## src/sv/photometric_normal_pixel_defines.svh

```systemverilog
// assertion macros for the photometric normal pixel block
// no dependencies; included by files that carry assertions
`ifndef PHOTOMETRIC_NORMAL_PIXEL_DEFINES_SVH
`define PHOTOMETRIC_NORMAL_PIXEL_DEFINES_SVH
`ifndef NO_ASSERTIONS
`define PNP_ASSERT(label, clk, rst, prop) \
   label: assert property (@(posedge clk) disable iff (rst) prop) \
      else $error("pnp assertion failed");
`define PNP_ASSERT_NR(label, clk, prop) \
   label: assert property (@(posedge clk) prop) \
      else $error("pnp assertion failed");
`else
`define PNP_ASSERT(label, clk, rst, prop)
`define PNP_ASSERT_NR(label, clk, prop)
`endif
`endif

```

## src/sv/pnp_pkg.sv

```systemverilog
// shared types, constants and step functions of the photometric normal pixel
// no dependencies
`default_nettype none
package pnp_pkg;
   localparam int SW  = 21;   // width of squared magnitude
   localparam int QW  = 52;   // width of quotient 2^50/s, one pad bit on top
   localparam int RTW = 26;   // width of square root result
   localparam int RMW = 27;   // width of square root remainder
   localparam logic [7:0] THRESH_RESET = 8'd40;

   typedef struct packed {
      logic signed [11:0] x;
      logic signed [11:0] y;
      logic signed [11:0] z;
      logic               zero;
   } side_type;

   typedef struct packed {
      logic     valid;
      side_type side;
   } tag_type;

   // one restoring division step: returns {quotient bit, remainder}
   function automatic logic [SW:0] div_step(input logic [SW-1:0] rem,
                                            input logic bit_in,
                                            input logic [SW-1:0] d);
      logic [SW:0] t;
      t = {rem, bit_in};
      if (t >= {1'b0, d}) begin
         div_step = {1'b1, SW'(t - {1'b0, d})};
      end else begin
         div_step = {1'b0, t[SW-1:0]};
      end
   endfunction

   // one digit of the square root: returns {root, remainder}
   function automatic logic [RTW+RMW-1:0] sqrt_step(input logic [RMW-1:0] rem,
                                                   input logic [RTW-1:0] root,
                                                   input logic [1:0] pair);
      logic [RMW+1:0] t;
      logic [RMW+1:0] trial;
      t     = {rem, pair};
      trial = {1'b0, root, 2'b01};
      if (t >= trial) begin
         sqrt_step = {root[RTW-2:0], 1'b1, RMW'(t - trial)};
      end else begin
         sqrt_step = {root[RTW-2:0], 1'b0, t[RMW-1:0]};
      end
   endfunction
endpackage
`default_nettype wire

```

## src/sv/pnp_div.sv

```systemverilog
// pipelined restoring divider computing floor(2^50 / s), two bits per stage
// depends on pnp_pkg
`default_nettype none
module pnp_div (
   input  wire logic              clock,
   input  wire logic              reset,
   input  wire logic              en,
   input  wire pnp_pkg::tag_type  tag_in,
   input  wire logic [pnp_pkg::SW-1:0] s_in,
   output pnp_pkg::tag_type       tag_out,
   output logic [pnp_pkg::QW-1:0] q_out
);
   import pnp_pkg::*;

   localparam int NST = QW / 2;

   tag_type       tag_ff [NST];
   logic [SW-1:0] rem_ff [NST];
   logic [SW-1:0] d_ff   [NST];
   logic [QW-1:0] q_ff   [NST];

   for (genvar k = 0; k < NST; k++) begin : g_st
      tag_type       tag_src;
      logic [SW-1:0] rem_src, d_src;
      logic [QW-1:0] q_src;
      logic [SW:0]   st0, st1;

      if (k == 0) begin : g_first
         assign tag_src = tag_in;
         assign rem_src = '0;
         assign d_src   = s_in;
         assign q_src   = '0;
      end else begin : g_next
         assign tag_src = tag_ff[k-1];
         assign rem_src = rem_ff[k-1];
         assign d_src   = d_ff[k-1];
         assign q_src   = q_ff[k-1];
      end

      // numerator is a single one at bit 50, i.e. the second step overall
      always_comb begin
         st0 = div_step(rem_src, 1'b0, d_src);
         st1 = div_step(st0[SW-1:0], (k == 0), d_src);
      end

      always_ff @(posedge clock) begin
         if (reset) begin
            tag_ff[k].valid <= 1'b0;
         end else if (en) begin
            tag_ff[k] <= tag_src;
            rem_ff[k] <= st1[SW-1:0];
            d_ff[k]   <= d_src;
            q_ff[k]   <= {q_src[QW-3:0], st0[SW], st1[SW]};
         end
      end
   end

   assign tag_out = tag_ff[NST-1];
   assign q_out   = q_ff[NST-1];
endmodule
`default_nettype wire

```

## config.mk

```make
export PLATFORM = sky130hd
export DESIGN_NAME = pnp_div
export DESIGN_NICKNAME = d
export VERILOG_FILES = /design/src/sv/photometric_normal_pixel_defines.svh /design/src/sv/pnp_pkg.sv /design/src/sv/pnp_div.sv
export SDC_FILE = /design/constraint.sdc
export NUM_CORES = 2
export LEC_CHECK = 0
export BUFFER_PORTS_ARGS = -buffer_cell sky130_fd_sc_hd__buf_4
export CAP_MARGIN = 20
export CORE_MARGIN = 1.5
export CORE_UTILIZATION = 30
export CTS_BUF_LIST = sky130_fd_sc_hd__clkbuf_8
export DETAILED_ROUTE_END_ITERATION = 16
export GPL_TIMING_DRIVEN = 1
export PLACE_DENSITY = 0.54
export SYNTH_ARGS = -nofsm -noshare
export SYNTH_HDL_FRONTEND = slang
export SYNTH_SLANG_ARGS = --single-unit
```

## constraint.sdc

```tcl
create_clock -name clock -period 268 [get_ports clock]
set_clock_uncertainty 0.1 [all_clocks]
set_input_delay 40.2 -clock clock [delete_from_list [all_inputs] [get_ports clock]]
set_output_delay 40.2 -clock clock [all_outputs]
set_load 0.01 [all_outputs]
```

==> metrics <==
outcome=finished clean; Reg area=0.0823 mm2; setup ws final=~220 ns; reg-to-reg startpoint=d_ff[0][189]; IO buf count=151; die height=692 um; vias=86.5k; largest net degree at the start of global routing=201; Via density=4.69; setup TNS=0 ns; Max Fclk=0.0212 GHz; Crit Path Category=input port to flop; wire per inst=15.9 um; H-Tree Depth=5; Synth Area in Adders=about a tenth; register area share after synthesis=57.8%; CTS root buf=clkbuf_8; Critical Path Fanout Max=170; ys flop type=edfxtp_1; post-DP HPWL=between 200 and 250 mm; WL final=292 mm; Avg Cell Area, Syn=12.6 um2; Total Routing Usage GR=11.8%; M3 GR Usage=1.72%; number of gates resized after cts=0; number of synthesized register bits=between 2k and 3k; Cell Area, Synth=0.142 mm2; multiplexer share of the synthesized area=4.86%; Clock Pin Slew Worst Setup and Hold Paths=0.06 ns; met2 Usage GRT=about a fifth; placed cell areas=0.151 mm2; XOR/XNOR Fraction of Synth Area=4.96%; Critical Path RT=268.63 ns; initial antenna violation count=5; RSZ-0062 raised after global routing=false; Area Overhead vs Synth=12.9%; fin crit share=around 18%; post-synth top area share=57.8%; pre-CTS WS=219.49 ns; Routability Congestion=0.824; largest family of logic cells by synthesized area=compound AO/OA/AOI/OAI gates; max_slew headroom=23.3%; share of async-settable or async-resettable flops after synthesis=0%; Worst Path Arrival=47.80 ns; Crit. End Element=flop; library cells used by synthesis=98; synth top area cells=edfxtp_1 58%, ha_1 9.2%, mux2_2 4.4%; GRT overflow=0; CTS tree=built; Final ANT Viol Nets=0; synth cell count leaders=2740 x edfxtp_1, 1045 x ha_1, 809 x a21oi_1, 809 x inv_1, 704 x nor2_1; layout cells sized above 1=between 10 and 15%; Rows=252; Hold Crit Class=flop to flop; number of global-route vias before repair=85.5k; critical hold path startpoint=q_ff[0][314]; startpoint types=input port; crit path time final=47.17 ns; global-route wire length before repair=between 400 and 500 mm; cells after synthesis=approximately 11k; Core Box Area=0.472 mm2; multi-input logic area=roughly 0.056 mm2; cts bufs inserted=469; Fillers=46.6k; Synth Area in Compound Gates=12.2%; # DRC=0; worst setup path start=reset; Synth Area in Simple Gates=under 10%; cell with the most instances after synthesis=edfxtp_1; die footprint=0.479 mm2; Least-Margin Pin Slew=1.15 ns; worst-skew pair later-pin latency=1.16 ns; nets=13.0k; EDFF count, synth=2740; grt peak-use layer=met2; hold violation count in the final report=0; final setup fails=0; DRT Pass-1 Iters=6; IO Count=around 150; clock sink count=2740; Net Count, Synth=12.4k; Max-Cap Viols=0; Max Buffers Root-to-Sink=4; Die W=692 um; Initial Util=30.2%; Final Slew Violations=0; # hold bufs at CTS=0; Post-CTS Setup Repair Bufs=0; Syn. warnings=0; fin area=about 0.16 mm2; initial drt markers=5106; cell accounting for the most synthesized area=edfxtp_1; GRT met1 Usage=between 10% and 20%
## stage by stage
stage	util, %	hold slack (ns)	instances
after floorplan	-	0.300	11300
after global placement	32.1	0.300	17600
after detailed placement	32.1	0.305	17600
after CTS	34.1	0.244	18400
after global routing	34.1	0.267	18400
final	34.1	0.268	18400
## per-layer routing
layer	up-vias	wire (um)	part of all wire (%)
met5	-	80	0.027
met3	544	10600	3.6
met4	12	9090	3.1
met2	1336	135000	46
met1	41000	137000	47
li1	43600	-	-
## cells by family (layout without fill, tap and decap cells)
group,count (synthesis),count (layout)
flops,2740,2740
compound gates,2689,2689
simple gates,2390,2390
fa+ha+maj,1071,1071
buf+inv,968,1895
xor+xnor,807,807
mux,619,619
other cells,0,1
## worst max-delay path, cell delays in order
cell     delay, ns
buf_4         0.12
nor2b_4       0.51
buf_12        0.59
buf_4         0.78
buf_4         0.68
buf_4         0.71
buf_4         0.59
buf_4         0.64
buf_4         0.81
buf_4         0.84
buf_4         0.77
## layout by cell type (no fill, tap or decap), types with 22 or more instances in the layout
cell type  netlist  layout
ha_1          1045    1045
o21a_1         138     138
a31o_2          26      26
mux2_2         561     561
buf_4            5     227
nand2_1        578     578
fa_1            26      26
nand3_1        173     173
nor2_1         704     703
o21bai_1       118     118
and4_1          22      22
xor2_1         235     235
a21o_1         370     370
and2_1          86      86
a21oi_1        809     806
xnor2_1        572     572
nand4_1         79      79
a31oi_1         99      97
o31ai_1         75      75
inv_1          809     930
mux2i_1         40      40
nand2b_1       122     122
nor2b_1        136     135
clkbuf_8         0     470
and3_1          86      86
nor4_1          37      37
or2_2           57      57
o41ai_1         24      24
clkinv_2         0      44
clkinv_1         2     139
a211oi_1        80      80
bufinv_16        0      35
o21ai_0        548     545
or3_1           63      63
nor3_1         180     179
a41oi_1         25      25
o211ai_1        55      55
edfxtp_1      2740    2740
a21boi_0        37      37
## state kept, by name, summed over array words and instances (netlist names)
signal  count
tag_ff    988
q_ff      702
d_ff      525
rem_ff    525
## layout make-up
class / instances / share of cell area, %
flip-flops and latches: 2740 / 51.2
multi-input cells: 7576 / 35.1
well taps: 6223 / 4.84
clock buffers: 470 / 4.03
inverters: 815 / 1.90
clock inverters: 376 / 1.74
repair buffers: 234 / 1.15
diodes: 1 / 0.00156
## path summary, 6_finish.rpt
check / endpoint / slack, ns / cells after the start
setup / recovery: tag_ff[0][451] / 220.83 / 11
hold / removal: q_ff[0][368] / 0.27 / 0
setup reg to reg: rem_ff[0][225] / 260.25 / 21
hold reg to reg: q_ff[0][368] / 0.27 / 0
Power is left out: the tool's default activity adds up to more than one toggle a clock period on the data nets, which glitch-free logic cannot reach.
