File: src/sv/photometric_normal_pixel_defines.svh
// assertion macros for the photometric normal pixel block
// no dependencies; included by files that carry assertions
`ifndef PHOTOMETRIC_NORMAL_PIXEL_DEFINES_SVH
`define PHOTOMETRIC_NORMAL_PIXEL_DEFINES_SVH
`ifndef NO_ASSERTIONS
`define PNP_ASSERT(label, clk, rst, prop) \
   label: assert property (@(posedge clk) disable iff (rst) prop) \
      else $error("pnp assertion failed");
`define PNP_ASSERT_NR(label, clk, prop) \
   label: assert property (@(posedge clk) prop) \
      else $error("pnp assertion failed");
`else
`define PNP_ASSERT(label, clk, rst, prop)
`define PNP_ASSERT_NR(label, clk, prop)
`endif
`endif

File: src/sv/pnp_pkg.sv
// shared types, constants and step functions of the photometric normal pixel
// no dependencies
`default_nettype none
package pnp_pkg;
   localparam int SW  = 21;   // width of squared magnitude
   localparam int QW  = 52;   // width of quotient 2^50/s, one pad bit on top
   localparam int RTW = 26;   // width of square root result
   localparam int RMW = 27;   // width of square root remainder
   localparam logic [7:0] THRESH_RESET = 8'd40;

   typedef struct packed {
      logic signed [11:0] x;
      logic signed [11:0] y;
      logic signed [11:0] z;
      logic               zero;
   } side_type;

   typedef struct packed {
      logic     valid;
      side_type side;
   } tag_type;

   // one restoring division step: returns {quotient bit, remainder}
   function automatic logic [SW:0] div_step(input logic [SW-1:0] rem,
                                            input logic bit_in,
                                            input logic [SW-1:0] d);
      logic [SW:0] t;
      t = {rem, bit_in};
      if (t >= {1'b0, d}) begin
         div_step = {1'b1, SW'(t - {1'b0, d})};
      end else begin
         div_step = {1'b0, t[SW-1:0]};
      end
   endfunction

   // one digit of the square root: returns {root, remainder}
   function automatic logic [RTW+RMW-1:0] sqrt_step(input logic [RMW-1:0] rem,
                                                   input logic [RTW-1:0] root,
                                                   input logic [1:0] pair);
      logic [RMW+1:0] t;
      logic [RMW+1:0] trial;
      t     = {rem, pair};
      trial = {1'b0, root, 2'b01};
      if (t >= trial) begin
         sqrt_step = {root[RTW-2:0], 1'b1, RMW'(t - trial)};
      end else begin
         sqrt_step = {root[RTW-2:0], 1'b0, t[RMW-1:0]};
      end
   endfunction
endpackage
`default_nettype wire

File: src/sv/pnp_front.sv
// front stages: dark gating, normal vector, squared magnitude
// depends on pnp_pkg
`default_nettype none
module pnp_front (
   input  wire logic              clock,
   input  wire logic              reset,
   input  wire logic              en,
   input  wire logic              in_valid,
   input  wire logic [7:0]        light_a,
   input  wire logic [7:0]        light_b,
   input  wire logic [7:0]        light_c,
   input  wire logic [7:0]        light_d,
   input  wire logic [7:0]        thresh,
   output pnp_pkg::tag_type       tag_out,
   output logic [pnp_pkg::SW-1:0] s_out
);
   import pnp_pkg::*;

   logic [7:0]  ga, gb, gc, gd;
   logic [11:0] xd, yd;
   tag_type     t1_ff, t1_in, t2_ff, t3_ff, t3_in;
   logic signed [23:0] xs, ys, zs;
   logic [19:0] sx_ff, sy_ff, sz_ff;
   logic [SW-1:0] s_ff, s_in;

   always_comb begin
      ga = (light_a < thresh) ? 8'd0 : light_a;
      gb = (light_b < thresh) ? 8'd0 : light_b;
      gc = (light_c < thresh) ? 8'd0 : light_c;
      gd = (light_d < thresh) ? 8'd0 : light_d;
      xd = {4'd0, ga} - {4'd0, gb};
      yd = {4'd0, gc} - {4'd0, gd};
      t1_in.valid     = in_valid;
      t1_in.side.x    = {xd[10:0], 1'b0};
      t1_in.side.y    = {yd[10:0], 1'b0};
      t1_in.side.z    = 12'({4'd0, ga} + {4'd0, gb} + {4'd0, gc} + {4'd0, gd});
      t1_in.side.zero = 1'b0;
      xs = t1_ff.side.x * t1_ff.side.x;
      ys = t1_ff.side.y * t1_ff.side.y;
      zs = t1_ff.side.z * t1_ff.side.z;
      s_in = SW'({1'b0, sx_ff} + {1'b0, sy_ff} + {1'b0, sz_ff});
      t3_in = t2_ff;
      t3_in.side.zero = (s_in == '0);
   end

   always_ff @(posedge clock) begin
      if (reset) begin
         t1_ff.valid <= 1'b0;
         t2_ff.valid <= 1'b0;
         t3_ff.valid <= 1'b0;
      end else if (en) begin
         t1_ff <= t1_in;
         t2_ff <= t1_ff;
         sx_ff <= xs[19:0];
         sy_ff <= ys[19:0];
         sz_ff <= zs[19:0];
         t3_ff <= t3_in;
         s_ff  <= s_in;
      end
   end

   assign tag_out = t3_ff;
   assign s_out   = s_ff;
endmodule
`default_nettype wire

File: config.mk
export PLATFORM = sky130hd
export DESIGN_NAME = pnp_front
export DESIGN_NICKNAME = d
export VERILOG_FILES = /design/src/sv/photometric_normal_pixel_defines.svh /design/src/sv/pnp_pkg.sv /design/src/sv/pnp_front.sv
export SDC_FILE = /design/constraint.sdc
export NUM_CORES = 1
export LEC_CHECK = 0
export BUFFER_PORTS_ARGS = -buffer_cell sky130_fd_sc_hd__buf_2
export CORE_ASPECT_RATIO = 0.9
export CORE_UTILIZATION = 41
export DETAILED_ROUTE_END_ITERATION = 12
export PLACE_DENSITY_LB_ADDON = 0.25
export SLEW_MARGIN = 5
export SYNTH_ARGS = -nofsm -noshare
export SYNTH_HDL_FRONTEND = slang
export SYNTH_SLANG_ARGS = --single-unit
File: constraint.sdc
create_clock -name clock -period 15.2 [get_ports clock]
set_input_delay 2.28 -clock clock [delete_from_list [all_inputs] [get_ports clock]]
set_output_delay 2.28 -clock clock [all_outputs]
set_load 0.005 [all_outputs]
==> out/metrics.cfg <==
[sta]
finalHoldViolCount = 0
period_share_pct = 44.84
rsz0062_at_grt = no
slew_headroom_pct = 41.74
fin_setup_tns_ps = 0
period_minus_slack_ps = 6815
worstMarginPinSlew_ps = 873.9
setup_viol = 0
clock_skew_ps = 16.26
maxSlewViolCount = 0
fmax_mhz = 146.7

[global_routing]
antenna_found_initial = 0
first_global_vias = 10881
grt_pass1_wl_mm = 53.68
track_usage_pct = 17.19
grt_max_degree = 155
overflow = 0

[logic_synthesis]
yosysSeqAreaShare_pct = 28.91
synth.avg_cell_area_sq_um = 11.06
syn_area_sq_um = 16210
ys.flop_type = edfxtp_1
synth_edf_count = 154
syn_inst = 1465
yosysTopAreaCell = edfxtp_1
synthTopCellsByArea = edfxtp_1 29%, fa_1 25%, ha_1 16%, inv_1 7.1%, xnor2_1 3.5%
yosysTopAreaCellShare_pct = 28.54
synthArstFlopShare_pct = 0
ys_ff_latch = 157
yosys_warnings = 0
synth_cell_types = 52

[worst_setup_path]
required_ps = 15410
reg2reg_slack_ps = 9380
arrival_ps = 7030
worst_setup_path_start_kind = input pin
cp-end-kind = register
r2r-start = t1_ff[17]$_DFFE_PP_
crit_type = in -> reg
reg2reg_depth = 18
worstPathMaxFanout = 10
r2r_end = sy_ff[19]$_DFFE_PP_

[final_layout]
drive_gt1_share_pct = 9.509
fin_nets = 2006
fillCellCount = 3651
multiInputGateArea_sq_um = 10240
seqCellArea_sq_um = 4684
area_delta_synth_final_pct = 9.936
fin_util_pct = 46.12

[run_status]
status = finished, final reports clean

[drt]
firstDrtPassIters = 4
top_layer = met4
drc = 0
wl_met3_microns = 945
routed_wl_mm = 31.07
antenna_left = 0
routedLengthMet1_mm = 14.87
vias = 9935
via_per_inst = 4.747
wire_per_inst_microns = 14.84
wl_met2_mm = 14.65
drt_iter0_drc = 433

[clocking]
clock_path_buffers = 2
numClockSinks = 157
clock_latency_ps = 450
post_cts_buffers = 0
cts_inserted_buffers = 17
path_clk_slew_ps = 70
cts_resized = 0
htree_levels = 4
ctsRootBufferMaster = clkbuf_16
cts-hold-fix-buffers = 0
cts_tree = yes

[place]
dp_hpwl_mm = 25.32
portBuffers = 97
gp_congestion = 0.8145

[die]
row_count = 68
die-area_sq_um = 40330
die_y_microns = 190.6
die_x_microns = 211.6
core_area_sq_um = 38630
ioPinCount = 103
start_util_pct = 41.95

[worst_hold_path]
min_to = tag_out[19]$_DFFE_PP_
min_from = t2_ff[19]$_DFFE_PP_
worstHoldPathType = reg -> reg
hold_depth = 0

[job]
maxCapViolations = 0

-- cell usage after synthesis (14+ instances only) --
cell      instances
inv_1           305
fa_1            204
ha_1            204
edfxtp_1        154
nand2_1          90
and2_1           67
xnor2_1          65
a21o_1           52
nor2_1           41
nor2b_1          39
a21oi_1          38
xor2_1           30
clkbuf_1         22
nand2b_1         16
o21ai_0          14
o21bai_1         14
-- metrics by stage --
stage	setup WS [ps]	instances	area (sq um)	hold slack (ps)
after floorplan	5403	1469	16220	400.3
after global placement	7993	2060	17230	403.8
after detailed placement	7908	2060	17230	405.2
after CTS	8405	2092	17810	421.1
after global routing	7970	2092	17810	424.6
final	8385	2093	17820	419.7
-- worst max path at each step --
stage	from	to	slack (ps)	depth (start not counted)
floorplan	reset	s_out[10]$_DFFE_PP_	5400	1
global placement	thresh[1]	t1_ff[10]$_DFFE_PP_	7990	22
detailed placement	thresh[1]	t1_ff[10]$_DFFE_PP_	7910	22
CTS	thresh[1]	t1_ff[10]$_DFFE_PP_	8400	22
global route	thresh[1]	t1_ff[10]$_DFFE_PP_	7970	22
finish	thresh[1]	t1_ff[10]$_DFFE_PP_	8380	22
-- metal layers --
metal  global-route usage (%)  up-vias
met5                        0        -
met4                    5.407        0
met1                    22.48     4890
met2                    29.07      142
li1                         -     4875
met3                    2.882       28
-- layout make-up --
cell class	instances	share of cell area, %
clock inverters	15	0.8709
diodes	1	0.01405
well taps	525	3.687
repair buffers	98	2.837
clock buffers	17	2.388
multi-input cells	975	57.48
flip-flops and latches	157	26.29
inverters	305	6.426
-- cells by family (layout without fill, tap and decap cells) --
group / count (synthesis) / after routing / share of synthesized area (%)
fa+ha+maj: 408 / 408 / 40.95
buf+inv: 337 / 435 / 8.037
simple gates: 301 / 301 / 9.574
compound gates: 161 / 161 / 7.065
flops: 157 / 157 / 28.91
xor+xnor: 95 / 95 / 5.134
mux: 5 / 5 / 0.3088
other cells: 1 / 6 / 0.02314
-- state kept, by name, summed over array words and instances (netlist names) --
| name | flops |
|---|---|
| sz_ff | 18 |
| t1_ff | 29 |
| s_out | 19 |
| tag_out | 30 |
| sy_ff | 16 |
| sx_ff | 16 |
| t2_ff | 29 |
-- worst max-delay path, stage by stage --
cell      delay [ps]
buf_2             90
inv_1            110
ha_1             240
a21o_1           170
a21o_1           190
a21o_1           170
a21o_1           170
a21o_1           160
a21o_1           180
a21oi_2          390
nor2b_1          170
fa_1             580
fa_1             420
ha_1             240
fa_1             460
a21o_1           170
a21oi_1          210
o21bai_1          90
a21oi_1          230
nor2b_1           80
o21ai_0          150
nand2b_1          70
-- placed cells by master (no fill, tap or decap), types with 14 or more instances in the layout --
cell       instances
inv_1            305
nand2b_1          16
and2_1            67
nand2_1           90
xor2_1            30
o21bai_1          14
nor2b_1           38
edfxtp_1         154
xnor2_1           65
a21o_1            52
ha_1             204
fa_1             204
clkbuf_16         17
a21oi_1           38
o21ai_0           14
nor2_1            41
buf_2             97
Power is not shown: default switching activity piles up to over one toggle a cycle in this logic, so the estimate is an artifact.
