File: config.mk
export PLATFORM = sky130hd
export DESIGN_NAME = pnp_isqrt
export DESIGN_NICKNAME = d
export VERILOG_FILES = /design/src/sv/photometric_normal_pixel_defines.svh /design/src/sv/pnp_pkg.sv /design/src/sv/pnp_isqrt.sv
export SDC_FILE = /design/constraint.sdc
export NUM_CORES = 2
export LEC_CHECK = 0
export ABC_AREA = 1
export BUFFER_PORTS_ARGS = -buffer_cell sky130_fd_sc_hd__buf_4
export CAP_MARGIN = 30
export CORE_UTILIZATION = 55
export DETAILED_ROUTE_END_ITERATION = 10
export PLACE_DENSITY = 0.82
export SKIP_LAST_GASP = 1
export SLEW_MARGIN = 40
export SYNTH_ARGS = -nofsm -noshare
export SYNTH_HDL_FRONTEND = slang
export SYNTH_SLANG_ARGS = --single-unit
File: constraint.sdc
create_clock -name clock -period 77.9 [get_ports clock]
set_input_delay 7.79 -clock clock [delete_from_list [all_inputs] [get_ports clock]]
set_output_delay 7.79 -clock clock [all_outputs]
set_load 0.05 [all_outputs]
File: src/sv/photometric_normal_pixel_defines.svh
// assertion macros for the photometric normal pixel block
// no dependencies; included by files that carry assertions
`ifndef PHOTOMETRIC_NORMAL_PIXEL_DEFINES_SVH
`define PHOTOMETRIC_NORMAL_PIXEL_DEFINES_SVH
`ifndef NO_ASSERTIONS
`define PNP_ASSERT(label, clk, rst, prop) \
   label: assert property (@(posedge clk) disable iff (rst) prop) \
      else $error("pnp assertion failed");
`define PNP_ASSERT_NR(label, clk, prop) \
   label: assert property (@(posedge clk) prop) \
      else $error("pnp assertion failed");
`else
`define PNP_ASSERT(label, clk, rst, prop)
`define PNP_ASSERT_NR(label, clk, prop)
`endif
`endif

File: src/sv/pnp_pkg.sv
// shared types, constants and step functions of the photometric normal pixel
// no dependencies
`default_nettype none
package pnp_pkg;
   localparam int SW  = 21;   // width of squared magnitude
   localparam int QW  = 52;   // width of quotient 2^50/s, one pad bit on top
   localparam int RTW = 26;   // width of square root result
   localparam int RMW = 27;   // width of square root remainder
   localparam logic [7:0] THRESH_RESET = 8'd40;

   typedef struct packed {
      logic signed [11:0] x;
      logic signed [11:0] y;
      logic signed [11:0] z;
      logic               zero;
   } side_type;

   typedef struct packed {
      logic     valid;
      side_type side;
   } tag_type;

   // one restoring division step: returns {quotient bit, remainder}
   function automatic logic [SW:0] div_step(input logic [SW-1:0] rem,
                                            input logic bit_in,
                                            input logic [SW-1:0] d);
      logic [SW:0] t;
      t = {rem, bit_in};
      if (t >= {1'b0, d}) begin
         div_step = {1'b1, SW'(t - {1'b0, d})};
      end else begin
         div_step = {1'b0, t[SW-1:0]};
      end
   endfunction

   // one digit of the square root: returns {root, remainder}
   function automatic logic [RTW+RMW-1:0] sqrt_step(input logic [RMW-1:0] rem,
                                                   input logic [RTW-1:0] root,
                                                   input logic [1:0] pair);
      logic [RMW+1:0] t;
      logic [RMW+1:0] trial;
      t     = {rem, pair};
      trial = {1'b0, root, 2'b01};
      if (t >= trial) begin
         sqrt_step = {root[RTW-2:0], 1'b1, RMW'(t - trial)};
      end else begin
         sqrt_step = {root[RTW-2:0], 1'b0, t[RMW-1:0]};
      end
   endfunction
endpackage
`default_nettype wire

File: src/sv/pnp_isqrt.sv
// pipelined digit-by-digit integer square root, two digits per stage
// depends on pnp_pkg
`default_nettype none
module pnp_isqrt (
   input  wire logic               clock,
   input  wire logic               reset,
   input  wire logic               en,
   input  wire pnp_pkg::tag_type   tag_in,
   input  wire logic [pnp_pkg::QW-1:0] q_in,
   output pnp_pkg::tag_type        tag_out,
   output logic [pnp_pkg::RTW-1:0] root_out
);
   import pnp_pkg::*;

   localparam int NST = QW / 4;

   tag_type        tag_ff  [NST];
   logic [RMW-1:0] rem_ff  [NST];
   logic [RTW-1:0] root_ff [NST];
   logic [QW-1:0]  q_ff    [NST];

   for (genvar k = 0; k < NST; k++) begin : g_st
      tag_type        tag_src;
      logic [RMW-1:0] rem_src;
      logic [RTW-1:0] root_src;
      logic [QW-1:0]  q_src;
      logic [RTW+RMW-1:0] st0, st1;

      if (k == 0) begin : g_first
         assign tag_src  = tag_in;
         assign rem_src  = '0;
         assign root_src = '0;
         assign q_src    = q_in;
      end else begin : g_next
         assign tag_src  = tag_ff[k-1];
         assign rem_src  = rem_ff[k-1];
         assign root_src = root_ff[k-1];
         assign q_src    = q_ff[k-1];
      end

      always_comb begin
         st0 = sqrt_step(rem_src, root_src, q_src[QW-1:QW-2]);
         st1 = sqrt_step(st0[RMW-1:0], st0[RTW+RMW-1:RMW], q_src[QW-3:QW-4]);
      end

      always_ff @(posedge clock) begin
         if (reset) begin
            tag_ff[k].valid <= 1'b0;
         end else if (en) begin
            tag_ff[k]  <= tag_src;
            rem_ff[k]  <= st1[RMW-1:0];
            root_ff[k] <= st1[RTW+RMW-1:RMW];
            q_ff[k]    <= {q_src[QW-5:0], 4'd0};
         end
      end
   end

   assign tag_out  = tag_ff[NST-1];
   assign root_out = root_ff[NST-1];
endmodule
`default_nettype wire

==> reports/results.txt <==
Transition time of the tightest slew-check pin = 0.804 ns
Area delta synth->final = 10.3%
Leakage power = 35.4 nW
Syn Area/Cell = 8.69 µm²
Final hold violation count = 0
Tmin final = 11.94 ns
Highest clock frequency the design can meet = 0.0838 GHz
Power Internal = 1.36 mW
DRC errors left = 0
Area of the mapped netlist = 0.0752 mm²
Maximum fanout along the worst path = 96
Switching power of the nets = 0.649 mW
Hold/Removal Path Class = reg2reg
Detailed Routing Iterations Pass 1 = 8
Top flip-flop cell by instance count after synthesis = edfxtp_1
Port Buffer Count = 156
Number of H-tree levels = 4
Post-synth cell types = 67
Row count = 135
Startpoint type of the worst setup path = input port
TritonCTS sink count = 1,294
Initial standard-cell utilization of the core = 55.5%
Critical path class = in2reg
Sequential share of power = 42.3%
Count of flip-flops with a built-in enable after synthesis = 1,294
Post-CTS setup buffer count = 0
Number of max-cap violations = 0
Nature of the critical path endpoint = register
First-pass GRT wire length = 301,000 µm
# placed instances = 10.5k
Total Neg Setup Slack = 0 ns
Unrepaired setup endpoints after global routing = false
Die Outline Area = 0.138 mm²
TritonCTS clock tree = yes
Max IR drop VDD = 0.0193 mV
Vert. Die Dim = 372 µm
Endpoint arrival time on the critical path = 12.35 ns
Routed length per placed instance = 17.9 µm
Number of antenna violations at the first check in global routing = 6
GRT Util Overall = 27.9%
Async set or reset register ratio after synthesis = 0%
Buffer depth of the longest clock path = 3
Insertion delay of the later-clocked pin in the worst-skew pair = 0.81 ns
Total number of vias = 59.1k
Final critical-path share of the clock period = 15.3%
Skew final = 0.0365 ns
Maximum number of pins on one net before global-route repair = 117
Number of nets in the finished design = 9,355
Result of the run = finished, final reports clean
Clock slew seen by the registers of the worst setup and hold paths = 0.06 ns
Total of cells resized after clock tree synthesis = 0
Worst slew margin = 46.4%
Final setup violation count = 0
Synth warn = 0
Vias in the first global route = 55.7k
Root buf cell = clkbuf_16
Grt total ovfl = 0
Sw frac = 32.4%
Number of inserted diodes = 0
Post-synthesis register bit count = 1,294
Final antenna-violating net count = 0
Critical Path RT = 78.31 ns
Core region area = 0.135 mm²
Post-synthesis sequential area ratio = 51.7%
Final routed wirelength across all metal layers = 193,000 µm
Number of inserted filler cells in the final layout = 11.6k
Placed wire-length estimate = 148,000 µm
Number of top-level design ports = 157
Syn Inst Count = 8,656
Detailed router's first-iteration violation count = 5,531
Non-Filler Instances = 10.8k
Die Span X = 372 µm
Number of buffers inserted during clock tree synthesis = 135
Average via count per standard cell = 5.49
Proportion of power drawn by the clock network = 32.8%
Logic pwr share = 25.0%
Pwr Density = 24.2 mW/mm²
Fraction of layout instances using a drive strength above 1 = 6.60%
Final RePlAce weighted congestion = 0.971
Number of hold buffers added after cts = 0
Slew Viols, Final = 0
## flip-flops by register name, summed over array words and instances, names as in the netlist
| signal | flops |
|---|---|
| q_ff | 312 |
| tag_ff | 494 |
| root_ff | 182 |
| rem_ff | 306 |
## cell families after synthesis
family                     after synthesis  synth area share (%)
buffers and inverters                 1286                  6.74
xor gates and xnor gates               295                  3.44
muxes                                    1                0.0133
other                                    1               0.00499
AOI/OAI and AO/OA                      960                  7.01
adders and majority gates              374                  6.22
and+or+nand+nor                       4445                  24.9
DFF                                   1294                  51.7
## power by group through the flow
| stage | clock (mW) | combinational (mW) | sequential, mW |
|---|---|---|---|
| 2_1_floorplan | 0 | 0.358 | 0.914 |
| 3_3_place_gp | 0 | 0.481 | 0.861 |
| 3_5_place_dp | 0 | 0.488 | 0.862 |
| 4_1_cts | 0.672 | 0.493 | 0.848 |
| 5_1_grt | 0.697 | 0.559 | 0.851 |
| 6_report | 0.658 | 0.501 | 0.848 |
## worst paths after layout
path / end / slack [ns] / depth (start not counted) / from
max: tag_ff[2][15] / 65.96 / 8 / reset
min: q_ff[1][127] / 0.40 / 0 / q_ff[1][75]
max reg2reg: rem_ff[2][50] / 72.09 / 21 / root_ff[2][1]
min reg2reg: q_ff[1][127] / 0.40 / 0 / q_ff[1][75]
## per-stage QoR
| stage | setup WS, ns | hold WS (ns) | utilization, % | instance area [µm²] | power, mW |
|---|---|---|---|---|---|
| 2_1_floorplan | 10.34 | 0.400 | - | 75200 | 1.27 |
| 3_3_place_gp | 64.74 | 0.400 | 57.7 | 78200 | 1.34 |
| 3_5_place_dp | 64.95 | 0.405 | 57.8 | 78400 | 1.35 |
| 4_1_cts | 65.78 | 0.395 | 61.2 | 82900 | 2.01 |
| 5_1_grt | 65.63 | 0.403 | 61.2 | 82900 | 2.11 |
| 6_report | 65.96 | 0.402 | 61.2 | 82900 | 2.01 |
## layer usage
layer	track usage [%]	vias up	routed length, µm
met1	37.6	27500	83900
li1	-	29200	-
met3	3.41	379	11500
met4	9.24	2	6130
met2	46.7	1984	91700
met5	0	-	15
## cell type report
type	instances	area (µm²)	area share, %
Tap cell	1781	2230	2.69
Clock inverter	90	1080	1.31
Inverter	1202	4520	5.45
Clock buffer	154	3470	4.19
Multi-Input combinational cell	6078	31300	37.7
Timing Repair Buffer	177	1480	1.78
Sequential cell	1294	38900	46.9
## synth_stat cells (all sizes together) (6+ instances only)
| library cell | instances | area share [%] |
|---|---|---|
| a211oi | 7 | 0.070 |
| o2111ai | 7 | 0.082 |
| nand3b | 40 | 0.40 |
| o211ai | 6 | 0.060 |
| nand4 | 148 | 1.3 |
| xor2 | 176 | 2.1 |
| o21a | 33 | 0.33 |
| or2 | 28 | 0.23 |
| buf | 55 | 0.57 |
| nor4 | 8 | 0.067 |
| inv | 1200 | 6.0 |
| clkbuf | 29 | 0.16 |
| a21o | 15 | 0.15 |
| xnor2 | 119 | 1.4 |
| a21boi | 7 | 0.070 |
| a21oi | 441 | 3.0 |
| and2 | 14 | 0.12 |
| edfxtp | 1294 | 52 |
| nor3 | 101 | 0.73 |
| ha | 374 | 6.2 |
| o21bai | 35 | 0.35 |
| a31oi | 24 | 0.21 |
| nand2 | 2604 | 13 |
| nand3 | 572 | 4.0 |
| o21ai | 374 | 2.6 |
| nor2 | 919 | 4.8 |
## cells in the final DEF (no fill, tap or decap), types with 8 or more instances in the layout
master,synthesis,final
a21o_1,14,14
inv_6,0,13
clkbuf_1,28,18
nor3_2,8,8
nand3_1,551,551
nor2_1,877,875
clkinv_1,1,20
nor3_1,93,93
clkbuf_16,0,136
inv_2,28,29
o21bai_1,35,35
nor2_2,30,30
inv_1,1170,1169
or2_2,25,25
clkinv_2,1,16
clkinvlp_4,0,10
nand2_1,2558,2558
xnor2_1,119,119
nand3b_1,40,40
o21ai_0,342,342
a21oi_2,14,14
nand2_4,8,8
o21a_1,33,33
nand2_2,38,38
a31oi_1,23,23
nor2_4,12,14
and2_1,14,14
edfxtp_1,1294,1294
a21oi_1,427,427
buf_4,11,164
nand3_2,18,18
clkinv_4,0,8
o21ai_1,17,17
nand4_1,147,147
o21ai_2,15,15
ha_1,374,374
bufinv_16,0,13
nor4_1,8,8
xor2_1,176,176
## critical path, stage by stage
cell	delay, ns
buf_4	0.12
nor2_4	0.52
buf_12	0.50
buf_16	0.37
buf_4	0.72
buf_4	0.60
buf_6	0.65
buf_4	0.76
(Power assumes the default switching activity.)
