## config.mk

```make
export PLATFORM = sky130hd
export DESIGN_NAME = pnp_map
export DESIGN_NICKNAME = d
export VERILOG_FILES = /design/src/sv/photometric_normal_pixel_defines.svh /design/src/sv/pnp_pkg.sv /design/src/sv/pnp_map.sv
export SDC_FILE = /design/constraint.sdc
export NUM_CORES = 2
export LEC_CHECK = 0
export ABC_AREA = 1
export BUFFER_PORTS_ARGS = -buffer_cell sky130_fd_sc_hd__buf_2
export CAP_MARGIN = 10
export CORE_UTILIZATION = 40
export DETAILED_ROUTE_END_ITERATION = 8
export PLACE_DENSITY_LB_ADDON = 0.2
export SYNTH_ARGS = -nofsm -noshare
export SYNTH_HDL_FRONTEND = slang
export SYNTH_SLANG_ARGS = --single-unit
```

## constraint.sdc

```tcl
create_clock -name clock -period 12.6 [get_ports clock]
set_input_delay 1.26 -clock clock [delete_from_list [all_inputs] [get_ports clock]]
set_output_delay 1.26 -clock clock [all_outputs]
set_load 0.02 [all_outputs]
```

## src/sv/photometric_normal_pixel_defines.svh

```systemverilog
// assertion macros for the photometric normal pixel block
// no dependencies; included by files that carry assertions
`ifndef PHOTOMETRIC_NORMAL_PIXEL_DEFINES_SVH
`define PHOTOMETRIC_NORMAL_PIXEL_DEFINES_SVH
`ifndef NO_ASSERTIONS
`define PNP_ASSERT(label, clk, rst, prop) \
   label: assert property (@(posedge clk) disable iff (rst) prop) \
      else $error("pnp assertion failed");
`define PNP_ASSERT_NR(label, clk, prop) \
   label: assert property (@(posedge clk) prop) \
      else $error("pnp assertion failed");
`else
`define PNP_ASSERT(label, clk, rst, prop)
`define PNP_ASSERT_NR(label, clk, prop)
`endif
`endif

```

## src/sv/pnp_pkg.sv

```systemverilog
// shared types, constants and step functions of the photometric normal pixel
// no dependencies
`default_nettype none
package pnp_pkg;
   localparam int SW  = 21;   // width of squared magnitude
   localparam int QW  = 52;   // width of quotient 2^50/s, one pad bit on top
   localparam int RTW = 26;   // width of square root result
   localparam int RMW = 27;   // width of square root remainder
   localparam logic [7:0] THRESH_RESET = 8'd40;

   typedef struct packed {
      logic signed [11:0] x;
      logic signed [11:0] y;
      logic signed [11:0] z;
      logic               zero;
   } side_type;

   typedef struct packed {
      logic     valid;
      side_type side;
   } tag_type;

   // one restoring division step: returns {quotient bit, remainder}
   function automatic logic [SW:0] div_step(input logic [SW-1:0] rem,
                                            input logic bit_in,
                                            input logic [SW-1:0] d);
      logic [SW:0] t;
      t = {rem, bit_in};
      if (t >= {1'b0, d}) begin
         div_step = {1'b1, SW'(t - {1'b0, d})};
      end else begin
         div_step = {1'b0, t[SW-1:0]};
      end
   endfunction

   // one digit of the square root: returns {root, remainder}
   function automatic logic [RTW+RMW-1:0] sqrt_step(input logic [RMW-1:0] rem,
                                                   input logic [RTW-1:0] root,
                                                   input logic [1:0] pair);
      logic [RMW+1:0] t;
      logic [RMW+1:0] trial;
      t     = {rem, pair};
      trial = {1'b0, root, 2'b01};
      if (t >= trial) begin
         sqrt_step = {root[RTW-2:0], 1'b1, RMW'(t - trial)};
      end else begin
         sqrt_step = {root[RTW-2:0], 1'b0, t[RMW-1:0]};
      end
   endfunction
endpackage
`default_nettype wire

```

## src/sv/pnp_map.sv

```systemverilog
// rounding of the reciprocal root, scaling of each component, output register
// depends on pnp_pkg
`default_nettype none
module pnp_map (
   input  wire logic               clock,
   input  wire logic               reset,
   input  wire logic               en,
   input  wire pnp_pkg::tag_type   tag_in,
   input  wire logic [pnp_pkg::RTW-1:0] root_in,
   output logic                    out_valid,
   output logic [7:0]              normal_x,
   output logic [7:0]              normal_y,
   output logic [7:0]              normal_z
);
   import pnp_pkg::*;

   tag_type        t1_ff, t2_ff;
   logic [RTW-1:0] rr_ff, rr_in;
   logic signed [38:0] px_ff, py_ff, pz_ff, px_in, py_in, pz_in;
   logic valid_ff;
   logic [7:0] nx_ff, ny_ff, nz_ff, nx_in, ny_in, nz_in;

   function automatic logic [7:0] scale(input logic signed [38:0] p, input logic zero);
      logic signed [47:0] num;
      logic signed [47:0] q;
      num = (48'(p) <<< 8) - 48'(p) + (48'sd1 <<< 32);
      q   = num >>> 25;
      if (zero || num < 0) begin
         scale = 8'd0;
      end else if (q > 48'sd255) begin
         scale = 8'd255;
      end else begin
         scale = q[7:0];
      end
   endfunction

   always_comb begin
      rr_in = RTW'(({1'b0, root_in} + 1'b1) >> 1);
      px_in = t1_ff.side.x * $signed({1'b0, rr_ff});
      py_in = t1_ff.side.y * $signed({1'b0, rr_ff});
      pz_in = t1_ff.side.z * $signed({1'b0, rr_ff});
      nx_in = scale(px_ff, t2_ff.side.zero);
      ny_in = scale(py_ff, t2_ff.side.zero);
      nz_in = scale(pz_ff, t2_ff.side.zero);
   end

   always_ff @(posedge clock) begin
      if (reset) begin
         t1_ff.valid <= 1'b0;
         t2_ff.valid <= 1'b0;
         valid_ff    <= 1'b0;
      end else if (en) begin
         t1_ff    <= tag_in;
         rr_ff    <= rr_in;
         t2_ff    <= t1_ff;
         px_ff    <= px_in;
         py_ff    <= py_in;
         pz_ff    <= pz_in;
         valid_ff <= t2_ff.valid;
         nx_ff    <= nx_in;
         ny_ff    <= ny_in;
         nz_ff    <= nz_in;
      end
   end

   assign out_valid = valid_ff;
   assign normal_x  = nx_ff;
   assign normal_y  = ny_ff;
   assign normal_z  = nz_ff;
endmodule
`default_nettype wire

```

==> results_tabular.tex <==
\begin{tabular}{lr}
\hline
Metric & Value \\
\hline
\multicolumn{2}{l}{\textbf{Floorplanning}} \\
\quad I/O pin total & 92 \\
\quad Vertical extent of the die & between 300 and 400 µm \\
\quad Overall die width & between 300 and 400 µm \\
\quad Initial core utilization & just over 40\% \\
\quad Die footprint & $\sim$120,000 µm² \\
\quad Placeable core area & roughly 120,000 µm² \\
\quad Cell row count & 127 \\
\multicolumn{2}{l}{\textbf{Global route}} \\
\quad Congestion Overflow GR & 0 \\
\quad Antenna violations before repair & 1 \\
\quad Maximum number of pins on one net before global-route repair & around 130 \\
\quad Global-route wire length before repair & 217,000 µm \\
\quad Tot GR Track Use & $\sim$22\% \\
\quad Vias in the first global route & approximately 40,000 \\
\multicolumn{2}{l}{\textbf{STA}} \\
\quad Final setup slack of the worst path & about 6200 ps \\
\quad Final worst-path cycle share & 51.0\% \\
\quad Fmax achieved & between 0.15 and 0.2 GHz \\
\quad Number of max-slew violations in the final report & 0 \\
\quad Post-route clock skew & about 21 ps \\
\quad Unrepaired setup endpoints after global routing & no \\
\quad Setup TNS after final layout & 0 ps \\
\quad Max-slew headroom at the worst pin & a little under an eighth \\
\quad Min Clock Period, post-route & approximately 6400 ps \\
\quad Final hold viol count & 0 \\
\quad Final-report setup violation count & 0 \\
\quad Actual slew at the worst max-slew pin & around 1300 ps \\
\multicolumn{2}{l}{\textbf{Clock network}} \\
\quad Clock input transition at the sequential cells of the worst setup and hold paths & $\sim$60 ps \\
\quad TritonCTS clock tree & yes \\
\quad Clock buffer count from CTS & 31 \\
\quad Htree depth & 1 \\
\quad \# hold bufs at CTS & 0 \\
\quad Maximum count of clock buffers along a single path & 3 \\
\quad \# Post-CTS Setup Buffers & 0 \\
\quad Clock net sink count & about 210 \\
\quad Number of gates resized after CTS & 0 \\
\quad Clock latency on the worst-skew pair & 640 ps \\
\quad Clock root buffer & sky130\_fd\_sc\_hd\_\_clkbuf\_16 \\
\multicolumn{2}{l}{\textbf{Outcome}} \\
\quad Run status & finished, final reports clean \\
\multicolumn{2}{l}{\textbf{Setup path}} \\
\quad Type of the worst setup path & flip-flop to flip-flop \\
\quad Total buffers and inverters traversed by the critical path & 5 \\
\quad Largest fanout on the critical path & 26 \\
\quad Data required, critical path & 12,960 ps \\
\quad Reg2reg start & t1\_ff[19]\$\_DFFE\_PP\_ \\
\quad Logic depth of the worst register-to-register path & 20 \\
\quad Cell class contributing the biggest share of worst-path delay & adder cells \\
\quad Capture instance of the worst register-to-register path & py\_ff[29]\$\_DFFE\_PP\_ \\
\quad Stage delay of the slowest cell on the critical path & around 1200 ps \\
\quad CP cell instances & nand2\_1 > fa\_1 > inv\_1 > fa\_1 > fa\_1 > fa\_1 > inv\_1 > fa\_1 > inv\_1 > ha\_1 > a21oi\_1 > inv\_1 > a31oi\_1 > a21boi\_1 > inv\_1 > nand2\_1 > nand2\_1 > a21boi\_1 > o21ai\_0 > xor2\_1 \\
\quad Critical Path Slowest Stage Cell & sky130\_fd\_sc\_hd\_\_edfxtp\_1 \\
\quad Worst setup slack for register-to-register paths & slightly above 6000 ps \\
\quad Data arrival time of the worst path & a little under 7000 ps \\
\quad Critical path startpoint category & flip-flop \\
\quad Crit path capture type & flip-flop \\
\multicolumn{2}{l}{\textbf{Cells and area}} \\
\quad Area occupied by multi-input gates & about 35,000 µm² \\
\quad Growth of design area from synthesis to finish & 6.65\% \\
\quad Number of nets in the final layout & slightly below 8,000 \\
\quad Sequential cell area & between 6000 and 7000 µm² \\
\quad Fraction of final layout cells sized beyond drive strength 1 & approximately 3.7\% \\
\quad Fillcell total & $\sim$13,000 \\
\quad Final instance area & around 50,000 µm² \\
\quad Non-filler instance count after layout & roughly 8,000 \\
\multicolumn{2}{l}{\textbf{Routing}} \\
\quad Antenna-violating nets left & 0 \\
\quad Total wire length after detailed routing & approximately 130,000 µm \\
\quad First DRT Iteration DRCs & 2,439 \\
\quad Residual DRC count & 0 \\
\quad Average wire per cell in the routed design & about 17 µm \\
\quad Drt pass-1 iters & 5 \\
\quad Post-detailed-route via-to-cell ratio & just under 5 \\
\quad Via count of the routed design & just under 40,000 \\
\multicolumn{2}{l}{\textbf{Logic synthesis}} \\
\quad Netlist area before placement & between 40,000 and 50,000 µm² \\
\quad Instance count of the mapped netlist & between 6,000 and 7,000 \\
\quad Sequential element share of the synthesized area & approximately an eighth \\
\quad Simple logic cell fraction of the synthesized area & $\sim$20\% \\
\quad Number of synthesized register bits & approximately 210 \\
\quad Dominant combinational cell family by area after synthesis & adder cells \\
\quad Synthesized area per cell & $\sim$7.5 µm² \\
\quad Multiplexer share of the synthesized area & 0\% \\
\quad Share of the synthesized netlist area taken by xor and xnor gates & between 2 and 3\% \\
\quad Number of distinct library cells after synthesis & 48 \\
\quad Share of the synthesized area in compound gates (AO/OA/AOI/OAI) & approximately 5.6\% \\
\quad Synthesis warning total & 0 \\
\quad Adder-cell area share of the yosys netlist & 44.0\% \\
\quad Syn\_nets & $\sim$7,800 \\
\multicolumn{2}{l}{\textbf{Placed design}} \\
\quad Placed Cells & between 7,000 and 8,000 \\
\quad Half-perimeter wire length after placement & between 100,000 and 150,000 µm \\
\quad Worst setup slack before clock tree synthesis & roughly 6300 ps \\
\quad Final GP Congestion & between 0.9 and 1 \\
\quad Area post-placement & between 50,000 and 60,000 µm² \\
\quad Count of buffers inserted at the top-level ports & 91 \\
\multicolumn{2}{l}{\textbf{Worst hold path}} \\
\quad Worst hold endpoint & t2\_ff[0]\$\_DFFE\_PP\_ \\
\quad Start point of the worst min-delay path & t1\_ff[0]\$\_DFFE\_PP\_ \\
\quad Min-Delay Path Depth & 0 \\
\quad Worst min path class & flip-flop to flip-flop \\
\multicolumn{2}{l}{\textbf{Run}} \\
\quad Maximum capacitance violations & 0 \\
\hline
\end{tabular}
-- state kept, by name, summed over array words and instances (netlist names), 8 cells and up --
signal / flops
px_ff: 39
py_ff: 39
pz_ff: 39
t1_ff: 38
rr_ff: 26
normal_x: 8
normal_y: 8
normal_z: 8
-- cell families after synthesis --
group	after synthesis
buf+inv	1895
simple gates	2442
xor+xnor	149
compound gates	476
flops	208
fa+ha+maj	1264
-- worst max path at each step --
stage / start / endpoint / slack [ps] / cells after the start
2_1_floorplan: en / normal_x[0]$_SDFFCE_PP0P_ / 1980 / 2
3_3_place_gp: t1_ff[19]$_DFFE_PP_ / py_ff[29]$_DFFE_PP_ / 6180 / 20
3_5_place_dp: t1_ff[16]$_DFFE_PP_ / py_ff[29]$_DFFE_PP_ / 6250 / 20
4_1_cts: t1_ff[19]$_DFFE_PP_ / py_ff[29]$_DFFE_PP_ / 6200 / 20
5_1_grt: t1_ff[16]$_DFFE_PP_ / py_ff[28]$_DFFE_PP_ / 5830 / 23
6_report: t1_ff[19]$_DFFE_PP_ / py_ff[29]$_DFFE_PP_ / 6180 / 20
-- layout by cell type (no fill, tap or decap), types with 5 or more instances in the layout --
cell type / synthesis / final
sky130_fd_sc_hd__o21a_1: 13 / 13
sky130_fd_sc_hd__o21ai_0: 76 / 76
sky130_fd_sc_hd__ha_1: 538 / 538
sky130_fd_sc_hd__o21bai_1: 31 / 31
sky130_fd_sc_hd__xor2_1: 95 / 95
sky130_fd_sc_hd__buf_4: 0 / 49
sky130_fd_sc_hd__nand4_1: 54 / 54
sky130_fd_sc_hd__xnor2_1: 54 / 54
sky130_fd_sc_hd__nor3_1: 41 / 41
sky130_fd_sc_hd__a21boi_1: 10 / 10
sky130_fd_sc_hd__clkbuf_16: 0 / 31
sky130_fd_sc_hd__a21o_1: 10 / 10
sky130_fd_sc_hd__o2111ai_1: 6 / 6
sky130_fd_sc_hd__nand3b_1: 9 / 9
sky130_fd_sc_hd__edfxtp_1: 205 / 205
sky130_fd_sc_hd__nand3_1: 145 / 145
sky130_fd_sc_hd__a21oi_1: 260 / 260
sky130_fd_sc_hd__nand2_1: 1742 / 1742
sky130_fd_sc_hd__buf_2: 0 / 91
sky130_fd_sc_hd__a31oi_1: 28 / 28
sky130_fd_sc_hd__o21ai_1: 10 / 10
sky130_fd_sc_hd__nand2_2: 8 / 8
sky130_fd_sc_hd__bufinv_16: 0 / 8
sky130_fd_sc_hd__o211ai_1: 5 / 5
sky130_fd_sc_hd__o21ai_2: 8 / 8
sky130_fd_sc_hd__inv_1: 1681 / 1681
sky130_fd_sc_hd__fa_1: 726 / 726
sky130_fd_sc_hd__nor2_1: 417 / 416
-- routing by layer --
layer,global-route usage [%],vias to the layer above,part of all wire (%)
met5,0,-,0
met3,2.01,160,4.9
met1,31.3,19200,47
met4,5.45,0,2.6
met2,37.2,915,46
li1,-,19000,-
-- synthesized netlist by cell type, drive strengths merged --
library cell | count | area share [%]
and2 | 2 | 0.026
o221ai | 3 | 0.054
edfxtp | 205 | 13
fa | 726 | 30
ha | 538 | 14
inv | 1684 | 13
o211a | 1 | 0.021
nand3b | 9 | 0.14
nand3 | 149 | 1.6
and3 | 2 | 0.036
nor3b | 1 | 0.016
a211oi | 3 | 0.047
o2111ai | 6 | 0.11
nor2 | 423 | 3.3
nor4 | 4 | 0.065
a21oi | 264 | 2.8
a21boi | 11 | 0.17
or2 | 1 | 0.013
a31oi | 28 | 0.36
o211ai | 5 | 0.078
o311ai | 1 | 0.018
nor3 | 46 | 0.54
xor2 | 95 | 1.7
o31ai | 4 | 0.062
dfxtp | 3 | 0.12
o21ai | 94 | 1.0
xnor2 | 54 | 0.98
o21a | 13 | 0.20
nand2 | 1750 | 14
o21bai | 31 | 0.48
nand4 | 55 | 0.72
a2111oi | 2 | 0.036
a21o | 10 | 0.16
clkbuf | 211 | 1.6
-- per-stage QoR --
stage | util (%) | hold slack, ps
finish | 43.0 | 422
global route | 43.0 | 429
CTS | 43.0 | 426
detailed placement | 42.1 | 409
global placement | 42.1 | 404
floorplan | - | 400
-- final cells by class --
class                      count  area share (%)
tap                         1612            3.91
clock buffer                  34            1.53
timing repair buffer         141            1.64
antenna                        1         0.00485
multi-input combinational   4331            67.9
inverter                    1684            12.3
sequential                   208            12.1
clock inverter                21           0.672
Power is not shown: default switching activity piles up to over one toggle a cycle in this logic, so the estimate is an artifact.
